[config.mk]
export PLATFORM = sky130hd
export DESIGN_NAME = dual_window_range_tracker_top
export DESIGN_NICKNAME = d
export VERILOG_FILES = /design/src/hdl/dwrt_pkg.sv /design/src/hdl/dwrt_datapath.sv /design/src/hdl/dwrt_ctrl.sv /design/src/hdl/dual_window_range_tracker_top.sv
export SDC_FILE = /design/constraint.sdc
export NUM_CORES = 1
export LEC_CHECK = 0
export BUFFER_PORTS_ARGS = -buffer_cell sky130_fd_sc_hd__buf_2
export CAP_MARGIN = 20
export CORE_ASPECT_RATIO = 1.5
export CORE_MARGIN = 1.5
export CORE_UTILIZATION = 50
export CTS_CLUSTER_SIZE = 8
export DETAILED_ROUTE_END_ITERATION = 8
export PLACE_DENSITY = 0.73
export SLEW_MARGIN = 40
export SYNTH_ARGS = -nofsm -noshare
export SYNTH_HDL_FRONTEND = slang
export SYNTH_SLANG_ARGS = --single-unit
[constraint.sdc]
create_clock -name i_clk -period 7.2 [get_ports i_clk]
set_input_delay 0 -clock i_clk [delete_from_list [all_inputs] [get_ports i_clk]]
set_output_delay 0 -clock i_clk [all_outputs]
set_load 0.05 [all_outputs]
[src/hdl/dwrt_pkg.sv]
// shared constants and controller/datapath interface types for the range tracker
`default_nettype none
package dwrt_pkg;

    localparam int WINDOW_DEPTH = 8;
    localparam int SAMPLE_W     = 24;
    localparam int SLOT_W       = (WINDOW_DEPTH > 1) ? $clog2(WINDOW_DEPTH) : 1;
    localparam int DATA_W       = 2 * SAMPLE_W;

    // commands from the controller to the datapath
    typedef struct packed {
        logic              accept;    // write new samples, advance slot
        logic              rd_en;     // read one window entry
        logic [SLOT_W-1:0] rd_addr;
        logic              rd_first;  // this read starts a fresh scan
        logic              out_load;  // capture the spreads into the output register
    } t_dp_cmd;

    // status from the datapath to the controller
    typedef struct packed {
        logic [SLOT_W-1:0] last_idx;  // highest valid slot for the current scan
    } t_dp_stat;

endpackage
`default_nettype wire

[src/hdl/dwrt_datapath.sv]
// window storage, write slot, min/max scan registers and output payload
`default_nettype none
module dwrt_datapath (
    input  wire logic                              i_clk,
    input  wire logic                              i_rst_n,
    input  wire dwrt_pkg::t_dp_cmd                 i_cmd,
    input  wire logic [dwrt_pkg::SAMPLE_W-1:0]     i_accel,
    input  wire logic [dwrt_pkg::SAMPLE_W-1:0]     i_gyro,
    output dwrt_pkg::t_dp_stat                     o_stat,
    output logic [dwrt_pkg::SAMPLE_W-1:0]          o_accel_spread,
    output logic [dwrt_pkg::SAMPLE_W-1:0]          o_gyro_spread
);

    localparam logic [dwrt_pkg::SLOT_W-1:0] LastSlot =
        dwrt_pkg::SLOT_W'(dwrt_pkg::WINDOW_DEPTH - 1);

    logic [dwrt_pkg::SAMPLE_W-1:0] r_accel_mem [dwrt_pkg::WINDOW_DEPTH];
    logic [dwrt_pkg::SAMPLE_W-1:0] r_gyro_mem  [dwrt_pkg::WINDOW_DEPTH];

    logic [dwrt_pkg::SLOT_W-1:0]   r_slot;
    logic                          r_full;
    logic [dwrt_pkg::SLOT_W-1:0]   r_last_idx;

    logic [dwrt_pkg::SAMPLE_W-1:0] r_rd_accel;
    logic [dwrt_pkg::SAMPLE_W-1:0] r_rd_gyro;
    logic                          r_rd_vld;
    logic                          r_rd_first;

    logic [dwrt_pkg::SAMPLE_W-1:0] r_accel_lo;
    logic [dwrt_pkg::SAMPLE_W-1:0] r_accel_hi;
    logic [dwrt_pkg::SAMPLE_W-1:0] r_gyro_lo;
    logic [dwrt_pkg::SAMPLE_W-1:0] r_gyro_hi;

    logic [dwrt_pkg::SAMPLE_W-1:0] r_accel_spread;
    logic [dwrt_pkg::SAMPLE_W-1:0] r_gyro_spread;

    // memory write port, single read port per channel with registered data
    always_ff @(posedge i_clk) begin
        if (i_cmd.accept) begin
            r_accel_mem[r_slot] <= i_accel;
            r_gyro_mem[r_slot]  <= i_gyro;
        end
        if (i_cmd.rd_en) begin
            r_rd_accel <= r_accel_mem[i_cmd.rd_addr];
            r_rd_gyro  <= r_gyro_mem[i_cmd.rd_addr];
        end
    end

    // write slot, sticky full flag, last valid index and delayed read valid/first flags
    always_ff @(posedge i_clk) begin
        if (!i_rst_n) begin
            r_slot     <= '0;
            r_full     <= 1'b0;
            r_last_idx <= '0;
            r_rd_vld   <= 1'b0;
            r_rd_first <= 1'b0;
        end else begin
            r_rd_vld   <= i_cmd.rd_en;
            r_rd_first <= i_cmd.rd_first;
            if (i_cmd.accept) begin
                r_last_idx <= r_full ? LastSlot : r_slot;
                if (r_slot == LastSlot) begin
                    r_slot <= '0;
                    r_full <= 1'b1;
                end else begin
                    r_slot <= r_slot + 1'b1;
                end
            end
        end
    end

    // running min and max over the scanned entries
    always_ff @(posedge i_clk) begin
        if (r_rd_vld) begin
            if (r_rd_first) begin
                r_accel_lo <= r_rd_accel;
                r_accel_hi <= r_rd_accel;
                r_gyro_lo  <= r_rd_gyro;
                r_gyro_hi  <= r_rd_gyro;
            end else begin
                if (r_rd_accel < r_accel_lo) r_accel_lo <= r_rd_accel;
                if (r_rd_accel > r_accel_hi) r_accel_hi <= r_rd_accel;
                if (r_rd_gyro < r_gyro_lo)   r_gyro_lo  <= r_rd_gyro;
                if (r_rd_gyro > r_gyro_hi)   r_gyro_hi  <= r_rd_gyro;
            end
        end
    end

    // output payload
    always_ff @(posedge i_clk) begin
        if (i_cmd.out_load) begin
            r_accel_spread <= r_accel_hi - r_accel_lo;
            r_gyro_spread  <= r_gyro_hi - r_gyro_lo;
        end
    end

    assign o_stat.last_idx = r_last_idx;
    assign o_accel_spread  = r_accel_spread;
    assign o_gyro_spread   = r_gyro_spread;

endmodule
`default_nettype wire

[src/hdl/dwrt_ctrl.sv]
// sequencer: accept, scan the valid window entries, hand off the result
`default_nettype none
module dwrt_ctrl (
    input  wire logic                 i_clk,
    input  wire logic                 i_rst_n,
    input  wire logic                 i_in_valid,
    output logic                      o_in_ready,
    output logic                      o_out_valid,
    input  wire logic                 i_out_ready,
    input  wire dwrt_pkg::t_dp_stat   i_stat,
    output dwrt_pkg::t_dp_cmd         o_cmd
);

    localparam logic [1:0] StIdle   = 2'd0;
    localparam logic [1:0] StScan   = 2'd1;
    localparam logic [1:0] StFlush  = 2'd2;
    localparam logic [1:0] StFinish = 2'd3;

    logic [1:0]                  r_state;
    logic [1:0]                  n_state;
    logic [dwrt_pkg::SLOT_W-1:0] r_idx;
    logic [dwrt_pkg::SLOT_W-1:0] n_idx;
    logic                        r_out_valid;
    logic                        n_out_valid;
    logic                        out_free;

    assign out_free = !r_out_valid || i_out_ready;

    always_comb begin
        n_state        = r_state;
        n_idx          = r_idx;
        n_out_valid    = r_out_valid && !i_out_ready;
        o_in_ready     = 1'b0;
        o_cmd.accept   = 1'b0;
        o_cmd.rd_en    = 1'b0;
        o_cmd.rd_addr  = r_idx;
        o_cmd.rd_first = (r_idx == '0);
        o_cmd.out_load = 1'b0;
        unique case (r_state)
            StIdle: begin
                o_in_ready = 1'b1;
                if (i_in_valid) begin
                    o_cmd.accept = 1'b1;
                    n_idx        = '0;
                    n_state      = StScan;
                end
            end
            StScan: begin
                o_cmd.rd_en = 1'b1;
                if (r_idx == i_stat.last_idx) begin
                    n_state = StFlush;
                end else begin
                    n_idx = r_idx + 1'b1;
                end
            end
            StFlush: begin
                n_state = StFinish;
            end
            StFinish: begin
                if (out_free) begin
                    o_cmd.out_load = 1'b1;
                    n_out_valid    = 1'b1;
                    n_state        = StIdle;
                end
            end
            default: begin
                n_state = StIdle;
            end
        endcase
    end

    always_ff @(posedge i_clk) begin
        if (!i_rst_n) begin
            r_state     <= StIdle;
            r_idx       <= '0;
            r_out_valid <= 1'b0;
        end else begin
            r_state     <= n_state;
            r_idx       <= n_idx;
            r_out_valid <= n_out_valid;
        end
    end

    assign o_out_valid = r_out_valid;

endmodule
`default_nettype wire

[src/hdl/dual_window_range_tracker_top.sv]
// top level of the dual window range tracker
`default_nettype none
// Each input transfer carries an acceleration and a gyro magnitude (unsigned
// Q8.16). Both samples are written into two circular windows of
// dwrt_pkg::WINDOW_DEPTH entries at a shared write slot, the slot advances with
// wraparound, and after the scan one output transfer returns, per channel, the
// maximum minus the minimum over the valid entries: the entries written so far
// until the first wrap, the whole window after it. After acceptance the controller
// reads the valid entries in turn through the single read port of each window,
// a flush state lets the last read reach the min/max registers, and the spreads
// are loaded into the output register once it is free. A new input is taken
// only when the previous scan is finished, while the last result may still
// wait in the output register for the downstream side.
module dual_window_range_tracker_top (
    input  wire logic                          i_clk,
    input  wire logic                          i_rst_n,
    // input stream
    input  wire logic                          i_s_axis_tvalid,
    output logic                               o_s_axis_tready,
    input  wire logic [dwrt_pkg::DATA_W-1:0]   i_s_axis_tdata,  // [23:0] accel_magnitude,
                                                                // [47:24] gyro_magnitude
    // result stream
    output logic                               o_m_axis_tvalid,
    input  wire logic                          i_m_axis_tready,
    output logic [dwrt_pkg::DATA_W-1:0]        o_m_axis_tdata   // [23:0] accel_spread,
                                                                // [47:24] gyro_spread
);

    dwrt_pkg::t_dp_cmd             cmd;
    dwrt_pkg::t_dp_stat            stat;
    logic [dwrt_pkg::SAMPLE_W-1:0] accel_spread;
    logic [dwrt_pkg::SAMPLE_W-1:0] gyro_spread;

    // sequencing and output valid
    dwrt_ctrl u_ctrl (
        .i_clk       (i_clk),
        .i_rst_n     (i_rst_n),
        .i_in_valid  (i_s_axis_tvalid),
        .o_in_ready  (o_s_axis_tready),
        .o_out_valid (o_m_axis_tvalid),
        .i_out_ready (i_m_axis_tready),
        .i_stat      (stat),
        .o_cmd       (cmd)
    );

    // windows, min/max tracking and result payload
    dwrt_datapath u_datapath (
        .i_clk          (i_clk),
        .i_rst_n        (i_rst_n),
        .i_cmd          (cmd),
        .i_accel        (i_s_axis_tdata[dwrt_pkg::SAMPLE_W-1:0]),
        .i_gyro         (i_s_axis_tdata[dwrt_pkg::DATA_W-1:dwrt_pkg::SAMPLE_W]),
        .o_stat         (stat),
        .o_accel_spread (accel_spread),
        .o_gyro_spread  (gyro_spread)
    );

    // pack results, first field in the low bits
    assign o_m_axis_tdata = {gyro_spread, accel_spread};

endmodule
`default_nettype wire

; ---- After elaboration in Yosys (flattened, before gate mapping)
; Memories as Yosys holds them, arrays and structs flattened. A register that Yosys moved wholly into a read port is not among the register bits.
; Cells that the tools add are included.
[totals]
out_inout_bits = 50
ram_bits = 384
input_bits = 52
wordCells = 78
n_memories = 2
register_bits = 159
[classes]
magnitude_cmp = 4
eq_ne = 9
n_reduce_logical = 18
n_addsub = 4
n_mux = 27
[memory_table]
columns = name, words, word_bits, read_ports, rd_ports_with_merged_regs, wr, line
row1 = u_datapath.r_accel_mem, 8, 24, 1, 1, 1, dwrt_datapath.sv:17  ; logic [dwrt_pkg::SAMPLE_W-1:0] r_accel_mem [dwrt_pkg::WINDOW_DEPTH];
row2 = u_datapath.r_gyro_mem, 8, 24, 1, 1, 1, dwrt_datapath.sv:18  ; logic [dwrt_pkg::SAMPLE_W-1:0] r_gyro_mem [dwrt_pkg::WINDOW_DEPTH];
[op_table]
columns = cell, n
row1 = $mux W24, 8
row2 = $gt A24 B24 Y1, 2
row3 = $lt A24 B24 Y1, 2
row4 = $sub A24 B24 Y24, 2
row5 = $mux W3, 4
row6 = $mux W1, 10
row7 = $reduce_and A2 Y1, 5
row8 = $reduce_bool A2 Y1, 5
row9 = $pmux W2 S4, 1
row10 = $add A3 B1 Y3 const B, 2
row11 = $mux W2, 3
row12 = $pmux W3 S2, 1
row13 = $reduce_and A3 Y1, 2
row14 = $eq A2 B2 Y1 const B, 2
row15 = $ne A2 B1 Y1 const B, 2
row16 = $ne A2 B2 Y1 const B, 2
row17 = $eq A3 B3 Y1, 1
row18 = $eq A3 B3 Y1 const B, 1
row19 = $logic_not A3 Y1, 1
row20 = $eq A2 B1 Y1 const B, 1
row21 = $logic_not A1 Y1, 2
row22 = $logic_not A2 Y1, 1
row23 = $logic_and A1 B1 Y1, 1
row24 = $logic_or A1 B1 Y1, 1

; ---- Longest topological paths before layout
; Gate-level depths: netlist of run 1.
[depth]
ltp_word = 4
depth_mapped = 10
mapped_depth_nobuf = 10

; ---- Cells and area by module
; From an unflattened synthesis of run 1, not the netlist that was laid out.
[unflattened]
hier_cells = 1528
area_unflattened_um2 = 25798.5
[by_module_without_submodules]
columns = mod, seq_area_each_um2, cells_per_inst, n_inst, area_each_um2
row1 = dwrt_datapath, 17476.8, 1473, 1, 25348.1
row2 = dwrt_ctrl, 120.1, 55, 1, 450.4

; ---- Least setup slack after synthesis of run 1
; OpenSTA, ideal clock, no wires.
[synth_timing]
path_type = reg-to-reg
start = reg u_ctrl.r_state[0]
end = mem u_datapath.r_accel_mem[1][0] (netlist bit), enable pin
t_arrival_ns = 6.472
t_required_ns = 6.610
path_stages_with_launch = 6
setup_ns = 0.590
period_less_slack_ns = 7.062
setup_slack_ns = 0.138
path_buffers = 1
path_cell_list = dfxtp_1 -> inv_1 -> ha_1 -> nand2_1 -> clkbuf_1 -> nor4b_1
[synth_between]
elab_chain_cells = 4
[synth_rtl]
columns = item, line
row1 = start: declaration, dwrt_ctrl.sv:19  ; logic [1:0] r_state;
row2 = start signal: assignment, dwrt_ctrl.sv:74  ; r_state <= StIdle;
row3 = start signal: assignment, dwrt_ctrl.sv:78  ; r_state <= n_state;
row4 = $logic_not A2 Y1, dwrt_ctrl.sv:39  ; unique case (r_state)
row5 = $mux W1, dwrt_ctrl.sv:39
row6 = $mux W1, dwrt_datapath.sv:39  ; if (i_cmd.accept) begin
row7 = $mux W1 (implied by the code), dwrt_datapath.sv:40  ; r_accel_mem[r_slot] <= i_accel;
row8 = end: declaration, dwrt_datapath.sv:17
; No other way between the ends.

; ---- Worst setup path after layout of run 1
[layout_timing]
start = reg u_datapath.r_rd_gyro[1] (netlist bit), read port of u_datapath.r_gyro_mem
end = reg u_datapath.r_gyro_hi[4] (netlist bit), enable pin
[layout_between]
elab_chain_cells = 3
[layout_rtl]
columns = item, line
row1 = start: declaration, dwrt_datapath.sv:25  ; logic [dwrt_pkg::SAMPLE_W-1:0] r_rd_gyro;
row2 = $gt A24 B24 Y1, dwrt_datapath.sv:84  ; if (r_rd_gyro > r_gyro_hi) r_gyro_hi <= r_rd_gyro;
row3 = $reduce_bool A2 Y1 (no source line), n/a
row4 = $reduce_and A2 Y1 (no source line), n/a
row5 = end signal: assignment, dwrt_datapath.sv:79  ; r_gyro_hi <= r_rd_gyro;
row6 = end signal: assignment, dwrt_datapath.sv:84
row7 = end: declaration, dwrt_datapath.sv:32  ; logic [dwrt_pkg::SAMPLE_W-1:0] r_gyro_hi;
; No other way between the ends.
; A chain may end at the register's enable or synchronous reset.

==> results.py, run 1 <==
metrics = {
    "run_status": {
        "status": "finished, final reports clean",
    },
    "synthesis": {
        "ys_seq_area_share_pct": 68.2,
        "yosysMostFrequentCell": "edfxtp_1",
        "async_reset_ff_share_pct": 0,
        "synth_edf_count": 576,
        "ys_seq_elements": 591,
        "syn_inst": 1508,
        "synth_common_cells": "edfxtp_1 (576), ha_1 (148), inv_1 (115)",
        "yosys.area.top_type": "edfxtp_1",
        "synth_fa_ha_area_share_pct": 7.33,
        "synth-xor-area-share_pct": 1.39,
        "synthesis.nets": 1710,
        "synthFlopType": "edfxtp_1",
        "synth_compound_area_share_pct": 6.31,
        "yosys.area_share.simple_pct": 3.78,
        "yosysWarnings": 0,
        "synthTopCellsByArea": "edfxtp_1 (67%), mux4_2 (8.4%), ha_1 (7.2%)",
        "mappedNetlistArea_sq_um": 25800,
        "synth.top_cell.area_share_pct": 67.0,
        "syn_area_per_cell_sq_um": 17.1,
        "muxShareOfSynthArea_pct": 10.6,
        "synth_cell_type_count": 75,
        "synth_top_family_by_area": "multiplexers",
    },
    "timing": {
        "rsz0062_at_grt": "no",
        "slew_headroom_pct": 48.3,
        "drv_slew": 0,
        "setup_viol": 0,
        "worst_slack_ps": 4110,
        "finalHoldViolCount": 0,
        "worst_slew_pin_slew_ps": 772,
        "finalCriticalPeriod_ps": 3090,
        "timing.final.crit_share_pct": 43.0,
        "final.setup.tns_ps": 0,
        "finalClockSkew_ps": 24.9,
        "max_freq_mhz": 323,
    },
    "run": {
        "max_cap_violations": 0,
    },
    "power_and_ir_drop": {
        "p_leak_nw": 10.8,
        "share_comb_of_total_power_pct": 25.1,
        "sequentialPowerShare_pct": 42.8,
        "p_per_area_nw_per_um2": 359,
        "p_int_mw": 7.69,
        "clock_power_share_pct": 32.2,
        "max-vdd-ir-drop_mv": 0.231,
        "swShare_pct": 28.8,
        "p_sw_mw": 3.11,
    },
    "global_route": {
        "grt_first_pass_wirelength_um": 81300,
        "grt_start_max_net_pins": 63,
        "globalRouteTotalUtil_pct": 20.0,
        "first_global_vias": 14622,
        "grt_overflow_total": 0,
        "antenna_found_initial": 6,
    },
    "floorplan": {
        "pin_count": 102,
        "core-area_sq_um": 50800,
        "rows": 101,
        "die_x_um": 189,
        "die_area_sq_um": 53000,
        "die_h_um": 281,
        "initial_utilization_pct": 50.8,
    },
    "placed_design": {
        "hpwlAfterDp_um": 32500,
        "dp.cells": 2261,
        "place_ws_ps": 4070,
        "io_buffer_count": 101,
        "place.gp.congestion": 0.878,
    },
    "cells_and_area": {
        "stdcell_count": 2437,
        "drive_gt1_share_pct": 22.3,
        "fin_nets": 1931,
        "area_growth_pct": 16.7,
    },
    "drt": {
        "routedWlPerCell_um": 21.5,
        "viasPerCell": 5.70,
        "drtPass1Iterations": 7,
        "drt-initial-drc-count": 972,
        "wirelength_um": 52300,
        "antenna_left": 0,
        "vias": 13891,
        "drc": 0,
    },
    "setup_path": {
        "cp_max_fo": 13,
        "slowest_delay_ps": 720,
        "cp-end-kind": "register",
        "crit_chain": "ha_1, nor2b_1, o21a_1, o211ai_1, a2111oi_0, o21bai_1, a211oi_4, buf_4",
        "worst_ep_required_time_ps": 7490,
        "cp-start-kind": "register",
        "worstSetupPathType": "reg -> reg",
        "slowest_stage": "a211oi_4",
        "cp.arrival_ps": 3390,
    },
    "clock_tree": {
        "clock_latency_ps": 610,
        "postCtsSetupRepairBufs": 0,
        "cts.htree.levels": 3,
        "cts_inserted_buffers": 83,
        "cts_sinks": 591,
        "cts_tree": "done",
        "path_clk_slew_ps": 50,
        "clockRootBuffer": "clkbuf_16",
        "clk_path_buf_depth": 3,
    },
    "hold_path": {
        "hold_path.class": "in -> reg",
    },
}
-- worst max-delay path, delay by kind of cell, from the launching register on --
family | cells | cell delay (ps)
AND/OR/NAND/NOR | 1 | 130
AO/OA/AOI/OAI | 5 | 1590
buffers and inverters | 1 | 340
adder cells (fa/ha/maj) | 1 | 320
flip-flops | 1 | 420
-- sequential cells by signal (all words and copies together), names as in the netlist --
register                   cells
u_datapath.o_accel_spread     24
u_datapath.r_full              1
u_datapath.r_gyro_lo          24
u_datapath.r_rd_vld            1
u_datapath.r_gyro_hi          24
u_datapath.o_gyro_spread      24
u_datapath.r_gyro_mem        192
u_datapath.r_rd_first          1
u_datapath.r_accel_lo         24
u_datapath.r_accel_hi         24
u_datapath.r_accel_mem       192
u_datapath.r_rd_accel         24
u_ctrl.r_state                 2
u_datapath.r_rd_gyro          24
u_datapath.o_stat              3
u_ctrl.o_out_valid             1
u_datapath.r_slot              3
u_ctrl.r_idx                   3
-- stage by stage --
stage | util, % | area [sq um] | hold slack (ps) | total power [mW]
finish | 59.3 | 30100 | 207 | 10.8
global placement | 53.6 | 27200 | 257 | 7.27
detailed placement | 53.6 | 27200 | 270 | 7.35
global route | 59.3 | 30100 | 225 | 11.3
CTS | 59.2 | 30100 | 172 | 10.9
floorplan | - | 25800 | 98.9 | 6.62
-- cells in the final DEF (no fill, tap or decap), drive strengths merged, types with 7 or more instances in the layout --
cell type	count
o21bai	7
xor2	12
a21oi	67
o21a	16
o211ai	7
nand4	15
inv	118
dfxtp	15
o21ai	46
nand2	29
nor2	38
mux4	96
edfxtp	576
dlygate4sd3	51
nand2b	8
nor2b	23
nor3	16
xnor2	29
ha	148
mux2	48
nand3	19
and3	8
a211oi	11
buf	127
a21o	30
clkbuf	114
-- per-layer routing --
metal / global-route usage [%] / vias up / share of wire [%]
met5: 0 / - / 0.044
met4: 7.69 / 4 / 2.8
met3: 4.00 / 100 / 5.7
met2: 34.3 / 471 / 50
met1: 25.1 / 6910 / 41
li1: - / 6406 / -
-- repair_timing --
action / CTS / global route
hold endpoints to repair: 399 / 0
hold buffers: 51 / 0
gates resized for setup: 0 / 0
-- cell families (layout without fill, tap and decap cells) --
kind of cell	count (synthesis)	count (layout)
adder cells (fa/ha/maj)	150	150
AND/OR/NAND/NOR	182	182
flip-flops	591	591
multiplexers	147	147
buffers and inverters	157	413
AO/OA/AOI/OAI	240	240
XOR/XNOR	41	41
other	0	4
-- power by group through the flow --
stage	sequential, mW	combinational, mW	clock (mW)
5_1_grt	4.66	2.98	3.69
6_report	4.62	2.71	3.47
2_1_floorplan	4.66	1.96	0
3_5_place_dp	4.68	2.66	0
3_3_place_gp	4.65	2.62	0
4_1_cts	4.63	2.71	3.55
-- worst paths after layout --
kind	slack, ps	cells past startpoint	startpoint	to
worst max-delay path	4110	8	u_datapath.r_rd_gyro[1]	u_datapath.r_gyro_hi[4]
worst min-delay path	210	2	i_s_axis_tdata[28]	u_datapath.r_gyro_mem[6][4]
worst max register to register	4110	8	u_datapath.r_rd_gyro[1]	u_datapath.r_gyro_hi[4]
worst min register to register	480	0	u_datapath.r_rd_accel[0]	u_datapath.r_accel_lo[0]
-- cell type report --
type	instances	area [sq um]
tap	669	837
clock inverter	6	111
clock buffer	114	2210
timing repair buffer	178	1230
multi-input combinational	760	7670
antenna	4	10.0
inverter	115	432
sequential	591	17600
fill	3690	20700
(Power assumes the default switching activity.)
==> inputs of run 2 (changes only) <==
clock period = 2.97 ns   (was 7.2 ns; I/O delays follow)
==> run 2 against run 1 <==
Net effect: count of clock-buffer cells in the layout fell by 3; cell count rose by 0.21%; total power rose by 140%; cell area up 0.80%; utilization up 0.48 points; sequential power rose by 140%; combinational power rose by 150%; clock skew grew 0.82 ps; sequential share of layout area down 0.46 points; global-route usage is 0.38 points higher; critical path depth increased by 2; clock power is 140% higher; largest power group unchanged.
==> results.py, run 2 (synthesis results as in run 1) <==
metrics = {
    "cells_and_area": {
        "final_area_sq_um": 30400,
        "stdcell_count": 2442,
        "area_growth_pct": 17.6,
        "reg_top3": "u_datapath.r_accel_mem: 192 flops, u_datapath.r_gyro_mem: 192 flops",
        "postLayoutCoreUtil_pct": 59.8,
        "fin_nets": 1942,
        "final_common_cell": "edfxtp_1",
        "final_cell_mix": "edfxtp_1 (576), ha_1 (146), inv_1 (113)",
        "drive_gt1_share_pct": 23.0,
    },
    "clock_tree": {
        "postCtsSetupRepairBufs": 0,
        "path_clk_slew_ps": 50,
        "cts_resized": 0,
        "cts_tree": "done",
        "cts_inserted_buffers": 83,
        "clk_path_buf_depth": 3,
        "cts.htree.levels": 3,
        "clock_latency_ps": 610,
        "cts_sinks": 591,
        "clockRootBuffer": "clkbuf_16",
        "ctsHoldBuffers": 53,
    },
    "global_route": {
        "grt_overflow_total": 0,
        "grt_start_max_net_pins": 49,
        "globalRouteTotalUtil_pct": 20.4,
        "first_global_vias": 15017,
        "grt_first_pass_wirelength_um": 82800,
        "antenna_found_initial": 3,
    },
    "setup_path": {
        "worstSetupPathType": "reg -> reg",
        "slowest_stage": "fa_1",
        "worst_ep_required_time_ps": 3310,
        "crit_buf_inv": 1,
        "cp.arrival_ps": 3110,
        "path_delay_family": "compound AO/OA/AOI/OAI gates",
        "cp-end-kind": "register",
        "crit_chain": "inv_1, ha_1, fa_1, nor2b_1, o31a_1, nand2b_4, a32o_2, a41oi_2, o41ai_2, xor2_1",
        "cp-start-kind": "register",
        "cp_max_fo": 6,
        "slowest_delay_ps": 430,
    },
    "placed_design": {
        "place.gp.congestion": 0.901,
        "place_ws_ps": 243,
        "dp.cells": 2271,
        "placed_cell_area_sq_um": 27500,
        "io_buffer_count": 101,
        "hpwlAfterDp_um": 33000,
    },
    "hold_path": {
        "hold_path.class": "in -> reg",
    },
    "power_and_ir_drop": {
        "p_leak_nw": 10.8,
        "p_per_area_nw_per_um2": 866,
        "max-vdd-ir-drop_mv": 0.433,
        "finalPower_mw": 26.3,
    },
    "timing": {
        "finalHoldViolCount": 0,
        "max_freq_mhz": 361,
        "timing.final.crit_share_pct": 93.3,
        "worst_slew_pin_slew_ps": 702,
        "final.setup.tns_ps": 0,
        "finalClockSkew_ps": 25.8,
        "slew_headroom_pct": 53.2,
        "hold_slack_ps": 198,
        "drv_slew": 0,
        "rsz0062_at_grt": "no",
        "setup_viol": 0,
        "finalCriticalPeriod_ps": 2770,
        "worst_slack_ps": 200,
    },
    "floorplan": {
        "rows": 101,
        "initial_utilization_pct": 50.8,
        "pin_count": 102,
        "die_x_um": 189,
        "die_h_um": 281,
        "die_area_sq_um": 53000,
        "core-area_sq_um": 50800,
    },
    "run_status": {
        "status": "finished, final reports clean",
    },
    "drt": {
        "drc": 0,
        "wirelength_um": 53000,
        "antenna_left": 0,
        "drtPass1Iterations": 5,
        "vias": 14037,
        "viasPerCell": 5.75,
        "routedWlPerCell_um": 21.7,
        "drt-initial-drc-count": 913,
    },
    "run": {
        "max_cap_violations": 0,
    },
}
## run 2: cell types whose count changed in the layout (fill, tap and decap cells not counted), moves of 3 or more
cell / delta
diode_2: -3
buf_12: +10
nor3_4: +3
nor3_2: -3
## run 2: worst paths after layout
path	start	to	slack [ps]	cells after the start
setup / recovery	u_datapath.r_gyro_hi[0]	u_datapath.o_gyro_spread[22]	200	10
hold / removal	i_s_axis_tdata[6]	u_datapath.r_accel_mem[3][6]	200	2
setup reg to reg	u_datapath.r_gyro_hi[0]	u_datapath.o_gyro_spread[22]	200	10
hold reg to reg	u_datapath.r_rd_accel[0]	u_datapath.r_accel_lo[0]	510	0
## run 2: routing by layer
layer | share of wire, % | GRT usage [%] | up-vias
li1 | - | - | 6418
met1 | 40 | 24.4 | 7107
met2 | 53 | 36.6 | 400
met3 | 4.5 | 3.31 | 108
met4 | 2.9 | 8.30 | 4
met5 | 0.047 | 0 | -
## run 2: report_power, final
part	total (mW)	internal (mW)	switching (mW)
registers	11.2	10.6	0.625
clock network	8.37	5.07	3.30
logic	6.71	3.03	3.68
## run 2: area by class of cell
type | instances | area, sq um
Antenna cell | 1 | 2.50
Clock buffer | 111 | 2180
Clock inverter | 6 | 118
Fill cell | 3691 | 20400
Inverter | 115 | 432
Multi-Input combinational cell | 760 | 7740
Sequential cell | 591 | 17600
Tap cell | 669 | 837
Timing Repair Buffer | 189 | 1440
## run 2: worst register-to-register path, delay by kind of cell, from the launching register on
family          cells  cell delay, ps
simple gates        2             330
buf+inv             1              70
fa+ha+maj           2             680
xor+xnor            1             100
compound gates      4             970
flops               1             370
